--- config.mk ---
export PLATFORM = sky130hd
export DESIGN_NAME = dht11_single_wire_reader
export DESIGN_NICKNAME = d
export VERILOG_FILES = /design/src/design/dhtr_pkg.sv /design/src/design/dhtr_fsm.sv /design/src/design/dhtr_out_stage.sv /design/src/design/dht11_single_wire_reader.sv
export VERILOG_INCLUDE_DIRS = /design/src /design/src/design
export SDC_FILE = /design/constraint.sdc
export NUM_CORES = 1
export LEC_CHECK = 0
export ABC_AREA = 1
export BUFFER_PORTS_ARGS = -buffer_cell sky130_fd_sc_hd__buf_4
export CAP_MARGIN = 30
export CORE_MARGIN = 2
export CORE_UTILIZATION = 55
export DETAILED_ROUTE_END_ITERATION = 8
export PLACE_DENSITY = 0.76
export SYNTH_ARGS = -nofsm -noshare
export SYNTH_HDL_FRONTEND = slang
export SYNTH_SLANG_ARGS = --single-unit
export TNS_END_PERCENT = 5
--- constraint.sdc ---
create_clock -name aclk -period 3.5 [get_ports aclk]
set_input_delay 0.525 -clock aclk [delete_from_list [all_inputs] [get_ports aclk]]
set_output_delay 0.525 -clock aclk [all_outputs]
set_load 0.02 [all_outputs]
--- src/design/dht11_single_wire_reader_macros.svh ---
// Assertion macros for the single-wire sensor reader.
// Included by the top level; no other dependencies.
`ifndef DHT11_SINGLE_WIRE_READER_MACROS_SVH
`define DHT11_SINGLE_WIRE_READER_MACROS_SVH

`ifndef ASSERT_OFF
// Same-cycle implication, checked while out of reset.
`define DHTR_ASSERT_IMPLY(label, clk, rstn, lhs, rhs) \
    label: assert property (@(posedge clk) disable iff (!rstn) (lhs) |-> (rhs)) \
        else $error("implication check failed");
// Next-cycle implication, checked while out of reset.
`define DHTR_ASSERT_NEXT(label, clk, rstn, lhs, rhs) \
    label: assert property (@(posedge clk) disable iff (!rstn) (lhs) |=> (rhs)) \
        else $error("next-cycle check failed");
`else
`define DHTR_ASSERT_IMPLY(label, clk, rstn, lhs, rhs)
`define DHTR_ASSERT_NEXT(label, clk, rstn, lhs, rhs)
`endif

`endif

--- src/design/dhtr_pkg.sv ---
// Shared types and constants for the single-wire sensor reader.
// No dependencies; used by every module of the block.
package dhtr_pkg;

    // Number of data bits in one sensor frame.
    localparam int FRAME_BITS = 40;
    localparam int BIT_IDX_W  = $clog2(FRAME_BITS + 1);

    // Register reset values.
    localparam logic [15:0] START_LOW_RESET    = 16'd20000;
    localparam logic [7:0]  TIMEOUT_RESET      = 8'd100;
    localparam logic [7:0]  SAMPLE_DELAY_RESET = 8'd30;

    // Configuration register indexes.
    localparam logic [1:0] CFG_START_LOW    = 2'd0;
    localparam logic [1:0] CFG_TIMEOUT      = 2'd1;
    localparam logic [1:0] CFG_SAMPLE_DELAY = 2'd2;

    // Read outcome codes.
    localparam logic [2:0] ST_OK        = 3'd0;
    localparam logic [2:0] ST_RESP_LOW  = 3'd1;
    localparam logic [2:0] ST_RESP_HIGH = 3'd2;
    localparam logic [2:0] ST_RESP_GAP  = 3'd3;
    localparam logic [2:0] ST_BIT_HIGH  = 3'd4;
    localparam logic [2:0] ST_BIT_LOW   = 3'd5;

    // Read sequencer phases, one-hot.
    typedef enum logic [7:0] {
        PH_IDLE   = 8'b0000_0001,
        PH_START  = 8'b0000_0010,
        PH_RESP1  = 8'b0000_0100,
        PH_RESP2  = 8'b0000_1000,
        PH_RESP3  = 8'b0001_0000,
        PH_BITHI  = 8'b0010_0000,
        PH_BITLO  = 8'b0100_0000,
        PH_SAMPLE = 8'b1000_0000
    } phase_t;

    // Configuration register set.
    typedef struct packed {
        logic [15:0] start_low_ticks;
        logic [7:0]  timeout_ticks;
        logic [7:0]  sample_delay_ticks;
    } cfg_t;

    // One result item; drive_low sits in the lowest bit when packed.
    typedef struct packed {
        logic [7:0] temperature_frac;
        logic [7:0] temperature_int;
        logic [7:0] humidity_frac;
        logic [7:0] humidity_int;
        logic       checksum_ok;
        logic [2:0] status;
        logic       done_res;
        logic       busy_res;
        logic       drive_low;
    } result_t;

endpackage

--- src/design/dhtr_fsm.sv ---
// Read sequencer: phase, tick counter, bit counter, frame shifter and readings.
// Depends on dhtr_pkg.
module dhtr_fsm
    import dhtr_pkg::*;
(
    input  logic    aclk,
    input  logic    aresetn,
    input  logic    step,          // one tick transfer is accepted
    input  logic    start_request,
    input  logic    line_level,
    input  cfg_t    cfg,
    output result_t res_next
);

    phase_t                  phase_reg,   phase_next;
    logic [15:0]             tick_reg,    tick_next;
    logic [BIT_IDX_W-1:0]    bit_reg,     bit_next;
    logic [FRAME_BITS-1:0]   frame_reg,   frame_next;
    logic [31:0]             reading_reg, reading_next;
    logic [2:0]              status_reg,  status_next;
    logic                    check_reg,   check_next;

    logic [15:0]             tick_inc;
    logic [BIT_IDX_W-1:0]    bit_inc;
    logic [FRAME_BITS-1:0]   frame_shifted;
    logic [7:0]              byte_sum;
    logic                    finished;
    logic                    is_wait;
    logic                    want_level;
    logic [2:0]              wait_code;
    phase_t                  wait_exit;

    assign tick_inc      = tick_reg + 16'd1;
    assign bit_inc       = bit_reg + BIT_IDX_W'(1);
    assign frame_shifted = {frame_reg[FRAME_BITS-2:0], line_level};
    assign byte_sum      = frame_shifted[39:32] + frame_shifted[31:24]
                         + frame_shifted[23:16] + frame_shifted[15:8];

    // Next state for one tick.
    always_comb begin
        phase_next   = phase_reg;
        tick_next    = tick_reg;
        bit_next     = bit_reg;
        frame_next   = frame_reg;
        reading_next = reading_reg;
        status_next  = status_reg;
        check_next   = check_reg;
        finished     = 1'b0;
        is_wait      = 1'b0;
        want_level   = 1'b0;
        wait_code    = ST_OK;
        wait_exit    = PH_IDLE;

        case (phase_reg)
            PH_START: begin
                tick_next = tick_inc;
                if (tick_inc >= cfg.start_low_ticks) begin
                    phase_next = PH_RESP1;
                    tick_next  = 16'd0;
                end
            end
            PH_RESP1: begin
                is_wait    = 1'b1;
                want_level = 1'b0;
                wait_code  = ST_RESP_LOW;
                wait_exit  = PH_RESP2;
            end
            PH_RESP2: begin
                is_wait    = 1'b1;
                want_level = 1'b1;
                wait_code  = ST_RESP_HIGH;
                wait_exit  = PH_RESP3;
            end
            PH_RESP3: begin
                is_wait    = 1'b1;
                want_level = 1'b0;
                wait_code  = ST_RESP_GAP;
                wait_exit  = PH_BITHI;
            end
            PH_BITHI: begin
                is_wait    = 1'b1;
                want_level = 1'b1;
                wait_code  = ST_BIT_HIGH;
                wait_exit  = PH_BITLO;
            end
            PH_BITLO: begin
                is_wait    = 1'b1;
                want_level = 1'b0;
                wait_code  = ST_BIT_LOW;
                wait_exit  = PH_SAMPLE;
            end
            PH_SAMPLE: begin
                tick_next = tick_inc;
                if (tick_inc >= {8'd0, cfg.sample_delay_ticks}) begin
                    frame_next = frame_shifted;
                    bit_next   = bit_inc;
                    tick_next  = 16'd0;
                    if (bit_inc >= BIT_IDX_W'(FRAME_BITS)) begin
                        // Frame complete: update readings only if the checksum matches.
                        if (byte_sum == frame_shifted[7:0]) begin
                            reading_next = frame_shifted[39:8];
                            check_next   = 1'b1;
                        end else begin
                            check_next   = 1'b0;
                        end
                        phase_next  = PH_IDLE;
                        status_next = ST_OK;
                        finished    = 1'b1;
                    end else begin
                        phase_next = PH_BITHI;
                    end
                end
            end
            default: begin
                phase_next = PH_IDLE;
                if (start_request) begin
                    phase_next = PH_START;
                    tick_next  = 16'd0;
                    bit_next   = '0;
                    frame_next = '0;
                end
            end
        endcase

        // Level waits: count matching ticks, leave on the first differing one, end the read past the timeout.
        if (is_wait) begin
            if (line_level == want_level) begin
                tick_next = tick_inc;
                if (tick_inc > {8'd0, cfg.timeout_ticks}) begin
                    phase_next  = PH_IDLE;
                    tick_next   = 16'd0;
                    status_next = wait_code;
                    check_next  = 1'b0;
                    finished    = 1'b1;
                end
            end else begin
                phase_next = wait_exit;
                tick_next  = 16'd0;
            end
        end
    end

    // State registers advance once per accepted tick.
    always_ff @(posedge aclk) begin
        if (!aresetn) begin
            phase_reg   <= PH_IDLE;
            tick_reg    <= 16'd0;
            bit_reg     <= '0;
            frame_reg   <= '0;
            reading_reg <= 32'd0;
            status_reg  <= ST_OK;
            check_reg   <= 1'b0;
        end else if (step) begin
            phase_reg   <= phase_next;
            tick_reg    <= tick_next;
            bit_reg     <= bit_next;
            frame_reg   <= frame_next;
            reading_reg <= reading_next;
            status_reg  <= status_next;
            check_reg   <= check_next;
        end
    end

    // Result shows the state after this tick.
    always_comb begin
        res_next.drive_low        = (phase_next == PH_START);
        res_next.busy_res         = (phase_next != PH_IDLE);
        res_next.done_res         = finished;
        res_next.status           = status_next;
        res_next.checksum_ok      = check_next;
        res_next.humidity_int     = reading_next[31:24];
        res_next.humidity_frac    = reading_next[23:16];
        res_next.temperature_int  = reading_next[15:8];
        res_next.temperature_frac = reading_next[7:0];
    end

endmodule

--- src/design/dhtr_out_stage.sv ---
// Result register with stream handshake for the sensor reader.
// Depends on dhtr_pkg.
module dhtr_out_stage
    import dhtr_pkg::*;
(
    input  logic    aclk,
    input  logic    aresetn,
    input  logic    in_valid,
    output logic    in_ready,
    input  result_t in_data,
    output logic    out_valid,
    input  logic    out_ready,
    output result_t out_data
);

    logic    valid_reg, valid_next;
    result_t data_reg;
    logic    load;

    // A new result may enter whenever the held one is empty or leaving.
    assign in_ready = !valid_reg || out_ready;
    assign load     = in_valid && in_ready;

    always_comb begin
        valid_next = valid_reg;
        if (load) begin
            valid_next = 1'b1;
        end else if (out_ready) begin
            valid_next = 1'b0;
        end
    end

    always_ff @(posedge aclk) begin
        if (!aresetn) begin
            valid_reg <= 1'b0;
        end else begin
            valid_reg <= valid_next;
        end
    end

    // Payload register needs no reset.
    always_ff @(posedge aclk) begin
        if (load) begin
            data_reg <= in_data;
        end
    end

    assign out_valid = valid_reg;
    assign out_data  = data_reg;

endmodule

--- src/design/dht11_single_wire_reader.sv ---
// Single-wire humidity and temperature sensor reader, top level.
// Depends on dhtr_pkg, dhtr_fsm, dhtr_out_stage and the assertion macro header.
//
// Usage: feed one transfer per microsecond tick on the s_ channel carrying
// the sampled wire level and a start request. Each accepted tick yields
// exactly one result transfer on the m_ channel: the open-drain drive, busy
// and done flags, the status of the last read, the checksum flag and the
// four bytes of the last good reading, all as they stand after that tick.
// A result turns valid in the cycle after its input transfer. Throughput is
// one tick per cycle while m_tready keeps up: the sequencer's next-state
// logic and the result register both take a new tick every such cycle.
// A held result does not block the input while the receiver takes it in
// the same cycle; when m_tready stays low, s_tready falls and the tick
// waits. The sequencer only advances on accepted ticks.
// Reset (aresetn low, synchronous) returns the sequencer to idle, clears
// the readings and status, empties the result register and reloads the
// register defaults. Configuration writes are taken in any cycle; index
// values beyond the register list are ignored.
`include "dht11_single_wire_reader_macros.svh"

module dht11_single_wire_reader
    import dhtr_pkg::*;
(
    input  logic        aclk,
    input  logic        aresetn,
    // Configuration write port.
    input  logic        cfg_wr_en,
    input  logic [1:0]  cfg_index,
    input  logic [15:0] cfg_wdata,
    // Tick input.
    input  logic        s_tvalid,
    output logic        s_tready,
    input  logic [7:0]  s_tdata,   // [0] start_request, [1] line_level, [7:2] zero
    // Result output.
    output logic        m_tvalid,
    input  logic        m_tready,
    output logic [39:0] m_tdata    // [0] drive_low, [1] busy_res, [2] done_res,
                                   // [5:3] status, [6] checksum_ok,
                                   // [14:7] humidity_int, [22:15] humidity_frac,
                                   // [30:23] temperature_int,
                                   // [38:31] temperature_frac, [39] zero
);

    cfg_t    cfg_reg;
    result_t res_next;
    result_t res_out;
    logic    step;

    // Configuration registers.
    always_ff @(posedge aclk) begin
        if (!aresetn) begin
            cfg_reg.start_low_ticks    <= START_LOW_RESET;
            cfg_reg.timeout_ticks      <= TIMEOUT_RESET;
            cfg_reg.sample_delay_ticks <= SAMPLE_DELAY_RESET;
        end else if (cfg_wr_en) begin
            case (cfg_index)
                CFG_START_LOW:    cfg_reg.start_low_ticks    <= cfg_wdata;
                CFG_TIMEOUT:      cfg_reg.timeout_ticks      <= cfg_wdata[7:0];
                CFG_SAMPLE_DELAY: cfg_reg.sample_delay_ticks <= cfg_wdata[7:0];
                default: ;
            endcase
        end
    end

    assign step = s_tvalid && s_tready;

    dhtr_fsm u_fsm (
        .aclk          (aclk),
        .aresetn       (aresetn),
        .step          (step),
        .start_request (s_tdata[0]),
        .line_level    (s_tdata[1]),
        .cfg           (cfg_reg),
        .res_next      (res_next)
    );

    dhtr_out_stage u_out (
        .aclk      (aclk),
        .aresetn   (aresetn),
        .in_valid  (s_tvalid),
        .in_ready  (s_tready),
        .in_data   (res_next),
        .out_valid (m_tvalid),
        .out_ready (m_tready),
        .out_data  (res_out)
    );

    assign m_tdata = {1'b0, res_out};

    // Every accepted tick leaves a result waiting in the next cycle.
    `DHTR_ASSERT_NEXT(a_tick_gives_result, aclk, aresetn, step, m_tvalid)
    // A stalled result holds the input back.
    `DHTR_ASSERT_IMPLY(a_stall_blocks_input, aclk, aresetn, m_tvalid && !m_tready, !s_tready)
    // A read that ends leaves the sequencer idle and the wire released.
    `DHTR_ASSERT_IMPLY(a_done_is_idle, aclk, aresetn, step && res_next.done_res, !res_next.busy_res && !res_next.drive_low)

endmodule
# Word-level counts from Yosys, hierarchy flattened
# Cells that the tools add are included.
# word_totals
input_bits	31
register_bits	177
# op_classes
magnitude_cmp	4
add_sub_neg	5
reduce_logical	15
n_bitwise	1
n_mux	50
n_eq_ne	15
# ops
cell	count
$mux 32	4
$mux 16	6
$mux 39	2
$pmux 39 s2	1
$pmux 16 s3	1
$mux 8	5
$pmux 8 s5	1
$add 8x8->8	3
$pmux 8 s3	1
$mux 3	6
$mux 6	3
$mux 1	17
$add 16x1->16 const B	1
$eq 8x2->1 const B	2
$ge 16x16->1	1
$ge 16x8->1	1
$gt 16x8->1	1
$pmux 3 s5	1
$pmux 6 s2	1
$eq 8x3->1 const B	1
$eq 8x4->1 const B	1
$eq 8x5->1 const B	1
$eq 8x6->1 const B	1
$eq 8x7->1 const B	1
other kinds (23)	27

# Longest topological paths before layout
# depth
word_depth	11
mapped_depth	21
mapped_depth_nobuf	21

# Hierarchy
# A second synthesis with hierarchy kept.
# hier_totals
hier_cells	1293
area_unflattened_um2	9708.1
# by_module_without_submodules
module	cells_each	instances	area_each_um2
dhtr_fsm	1057	1	7099.3
dht11_single_wire_reader	190	1	1386.3
dhtr_out_stage	46	1	1222.4

# Least setup slack after synthesis
# Ideal clock, no wire load.
# synth_path
path_kind	reg2reg
start	reg u_fsm.frame_reg[8]
end	reg u_out.data_reg (netlist bit u_out.out_data[10]), data pin
slack_ns	0.007
required_ns	3.249
stages_incl_launch_ff	17
setup_time_ns	0.251
path_buffers	1
arrival_time_ns	3.242
cell_sequence	dfxtp_1 > fa_1 > fa_1 > ha_1 > inv_1 > fa_1 > inv_1 > nand3_1 > nand2_1 > xor2_1 > xor2_1 > nand3_1 > nor3_4 > clkbuf_1 > nand3_1 > nand2_1 > inv_1
# synth_lines
item	line_no	source
start, declared	dhtr_fsm.sv:18	logic [FRAME_BITS-1:0] frame_reg, frame_next;
start signal, assigned	dhtr_fsm.sv:157	frame_reg <= frame_next;
end signal, assigned	dhtr_out_stage.sv:44	data_reg <= in_data;
end, declared	dhtr_out_stage.sv:17	result_t data_reg;

==> results.txt <==
The run finished, with violations left. On the critical path, the stage with the largest delay is an instance of sky130_fd_sc_hd__fa_1. Global routing consumed, over all layers together, 22.9% of the routing resources.

Counting stages on the worst path, the most repeated cell is sky130_fd_sc_hd__fa_1. The startpoint of the most critical setup path was u_fsm.frame_reg[16]. The max-slew violation count was 0; the maximum fanout along the worst path was 10.

The first global-routing pass estimated 33.5 mm of wire. The number of clock sinks is 177, and the number of vias per cell is 5.26. The net count of the finished layout is 1368. The DRC violation count after routing came out at 0. VDD sags by at most 0.385 mV. The via count was 7968. The area share of the leading cell type in the synthesized netlist is 29.4%.

The synthesized area per cell is 7.71 um^2, and the number of warnings reported in the yosys synthesis log is 0. For the final global-route overflow total, the log shows 0. The clock passes through at most 2 buffers. The power density over cell area was 450 nW/um^2; the setup-violating endpoint count in the final report was 66. The switching share of power is 29.2%.

The startpoint class of the critical path was a flop. In this run, synthesis inferred 39 flip-flops with an integrated enable. The repair_antennas step left the layout with diodes totalling 0. Number of max-cap violations: 0. The minimum period implied by the final worst setup slack was 3730 ps; the post-synthesis async set-or-reset flop share was 0%. Timing analysis after detailed placement gives a worst setup slack of -129 ps. The floorplan step set the die height to 135 um. The global placer's final weighted congestion came out at 0.920. Entering global routing, the biggest net connects 71 pins. In this run the remaining antenna-violating nets after routing total 0. The signal on the critical path passes through fa_1, fa_1, ha_2, inv_2, fa_1, inv_1, nand3_1, nand2_1, xor2_1, xor2_1, nand3_2, nor3_4, buf_6, clkbuf_16, nand3_1, nand2_1, inv_1. In this run, CTS created clock tree buffers numbering 17. The share of final-layout standard cells stronger than drive strength 1 came out at 16.2%. Total iterations of the first detailed-routing run: 5. The via count of the first global-routing pass came out at 7096.

In this run the clock root is driven by a sky130_fd_sc_hd__clkbuf_16. After clock tree synthesis, the flow added hold-fix buffers numbering 0. The first routing iteration left 639 violations. Once the floorplan was initialized, standard cells occupied 56.4% of the core. The maximum operating frequency is 268 MHz. Clock latency on the worst-skew pair, taken at its later pin, is 440 ps.

The final reports fail on negative setup slack. STA puts the critical path data required time at 3700 ps. Counting instances, the worst hold path has a depth of 3. The number of fillers in the final layout is 1363, and the clock share of power is 35.7%. The run gives 37.6% as the max-slew headroom at the worst pin. The run gives 42 as the number of different library cells in the post-synthesis netlist.

The run gives 47 as the standard-cell row count. The gate count after technology mapping is 1219. The worst-case clock skew came out at 10.7 ps.

The critical setup path kind was flop to flop. Measured in cells, the most critical reg-to-reg path has a length of 17. Together, buffers and inverters on the worst path number 5. The floorplan step defined a die boundary enclosing 18100 um^2.

The most common cell in the synthesized netlist is sky130_fd_sc_hd__nand2_1. STA puts the critical path data arrival time at 3930 ps. Per report_power, the sequential group accounts for 47.0% of the total. Combinational logic is responsible for 17.2% of the overall power. STA classifies the critical path endpoint as a flop. The number of nets in the synthesized netlist is 1305. The run gives 13.9 mm as the half-perimeter wire length after detailed placement. TritonCTS built the clock tree. The tools report the I/O pin count as 73.

Internal power comes to 3.47 mW. Number of antenna violations at the first check in global routing: 0. Cell class contributing the biggest share of worst-path delay: adder cells.

The width of the die came out at 135 um. Netlist area before placement: 9390 um^2. The startpoint of the worst-slack reg-to-reg timing path was u_fsm.frame_reg[16]. CTS built an H-tree with a depth of 4. For the pin with the worst max-slew slack, the measured transition is 930 ps. For this design the total switching power over the nets is 1.43 mW. In the post-synthesis netlist, the biggest area contributors are sky130_fd_sc_hd__dfxtp_1, sky130_fd_sc_hd__edfxtp_1, sky130_fd_sc_hd__nand2_1. Wires add up to 21.0 mm. The post-synthesis sequential area ratio was 41.9%; the logic depth of the worst path, buffers included was 17. The layout overhead on the synthesized area is 15.8%. After clock tree synthesis, the clock-pin slew on the worst setup and hold paths is 70 ps. The logs give -12130 ps for the final-layout setup total negative slack and 16600 um^2 for the area of the core. Setup repair after global routing could not meet its margin everywhere.

The number of input and output port buffers inserted is 65, and the final design utilization is 65.4%. The final critical-path setup slack was -234 ps; the final critical-path share of the clock period was 107%. The min-delay analysis places its worst path in the category input pin to flop. The number of storage elements in the synthesis netlist works out to 177.

The hold violation count in the final report was 0. In this run the most critical hold path is launched from cfg_wdata[14]. Of all cell types, the one taking the most synthesized area is sky130_fd_sc_hd__dfxtp_1. The total leakage power was 5.04 nW; the largest stage delay on the critical path was 510 ps. The commonest cells after synthesis are sky130_fd_sc_hd__nand2_1, sky130_fd_sc_hd__inv_1, sky130_fd_sc_hd__dfxtp_1. The wire length per cell works out to 13.9 um.

The primary flip-flop cell chosen by synthesis mapping is sky130_fd_sc_hd__dfxtp_1.
[kinds of logic after synthesis]
family,count (synthesis),share of synthesized area [%]
AND/OR/NAND/NOR,439,20.3
AO/OA/AOI/OAI,264,15.9
buffers and inverters,259,11.2
flip-flops,177,41.9
adder cells (fa/ha/maj),55,8.45
XOR/XNOR,24,2.24
other,1,0.0399
[per-layer routing]
metal | global-route usage (%) | part of all wire (%)
met1 | 32.5 | 48
met5 | 0 | 0
met4 | 8.07 | 2.1
met3 | 3.57 | 4.6
met2 | 35.6 | 46
[cell type report]
type / count / area (um^2) / share of cell area, %
clock buffers: 21 / 450 / 4.14
multi-input cells: 783 / 4520 / 41.5
flip-flops and latches: 177 / 3940 / 36.2
well taps: 220 / 275 / 2.53
repair buffers: 98 / 841 / 7.73
inverters: 205 / 771 / 7.09
clock inverters: 11 / 85.1 / 0.782
[final timing paths]
kind | end | slack (ps)
worst max register to register | u_out.out_data[25] | -230
worst max-delay path | u_out.out_data[25] | -230
worst min register to register | cfg_reg[11] | 460
worst min-delay path | cfg_reg[30] | 300
[per-stage QoR]
stage	std cells	hold WS (ps)	power (mW)	area, um^2
finish	1515	302	4.89	10900
global route	1515	315	5.10	10900
floorplan	1219	435	2.94	9390
CTS	1509	298	4.88	10700
detailed placement	1477	453	3.16	10100
global placement	1477	447	3.13	10100
[cells in the final DEF (no fill, tap or decap), types with 5 or more instances in the layout]
cell type                   instances
sky130_fd_sc_hd__buf_4             88
sky130_fd_sc_hd__a21oi_1           95
sky130_fd_sc_hd__o211ai_1          12
sky130_fd_sc_hd__inv_2              5
sky130_fd_sc_hd__a21oi_2           37
sky130_fd_sc_hd__nor2_1            98
sky130_fd_sc_hd__xnor2_1            8
sky130_fd_sc_hd__ha_1              40
sky130_fd_sc_hd__nand2_2           12
sky130_fd_sc_hd__o21ai_0           76
sky130_fd_sc_hd__fa_1              14
sky130_fd_sc_hd__clkbuf_16         20
sky130_fd_sc_hd__nor3_1             7
sky130_fd_sc_hd__nand2_1          198
sky130_fd_sc_hd__nor2_2             8
sky130_fd_sc_hd__clkinv_4           7
sky130_fd_sc_hd__xor2_1            16
sky130_fd_sc_hd__inv_1            196
sky130_fd_sc_hd__nand3_2            6
sky130_fd_sc_hd__edfxtp_1          39
sky130_fd_sc_hd__nand4_1           19
sky130_fd_sc_hd__nand3_1           77
sky130_fd_sc_hd__dfxtp_1          136
sky130_fd_sc_hd__o21ai_1           35
[worst reg2reg max path: stages (launching register included)]
cell and delay (ps):
sky130_fd_sc_hd__dfxtp_2 340, sky130_fd_sc_hd__fa_1 490, sky130_fd_sc_hd__fa_1 510, sky130_fd_sc_hd__ha_2 190
sky130_fd_sc_hd__inv_2 40, sky130_fd_sc_hd__fa_1 390, sky130_fd_sc_hd__inv_1 70, sky130_fd_sc_hd__nand3_1 60
sky130_fd_sc_hd__nand2_1 100, sky130_fd_sc_hd__xor2_1 200, sky130_fd_sc_hd__xor2_1 200, sky130_fd_sc_hd__nand3_2 120
sky130_fd_sc_hd__nor3_4 230, sky130_fd_sc_hd__buf_6 160, sky130_fd_sc_hd__clkbuf_16 160, sky130_fd_sc_hd__nand3_1 80
sky130_fd_sc_hd__nand2_1 110, sky130_fd_sc_hd__inv_1 40
[power by group through the flow]
stage	clock [mW]	sequential, mW	combinational (mW)
4_1_cts	1.76	2.30	0.821
5_1_grt	1.84	2.31	0.942
3_5_place_dp	0	2.34	0.813
2_1_floorplan	0	2.37	0.565
3_3_place_gp	0	2.34	0.793
6_report	1.75	2.30	0.844
[timing repair]
| action | CTS | global route |
|---|---|---|
| buffers inserted | 0 | 3 |
| pin swaps | 0 | 27 |
| cloned | 0 | 3 |
| gates resized for setup | 4 | 33 |
| endpoints found under the setup margin | 64 | 75 |
| hold endpoints to repair | 0 | 0 |
Note: power is estimated with default switching activity, not from simulation.
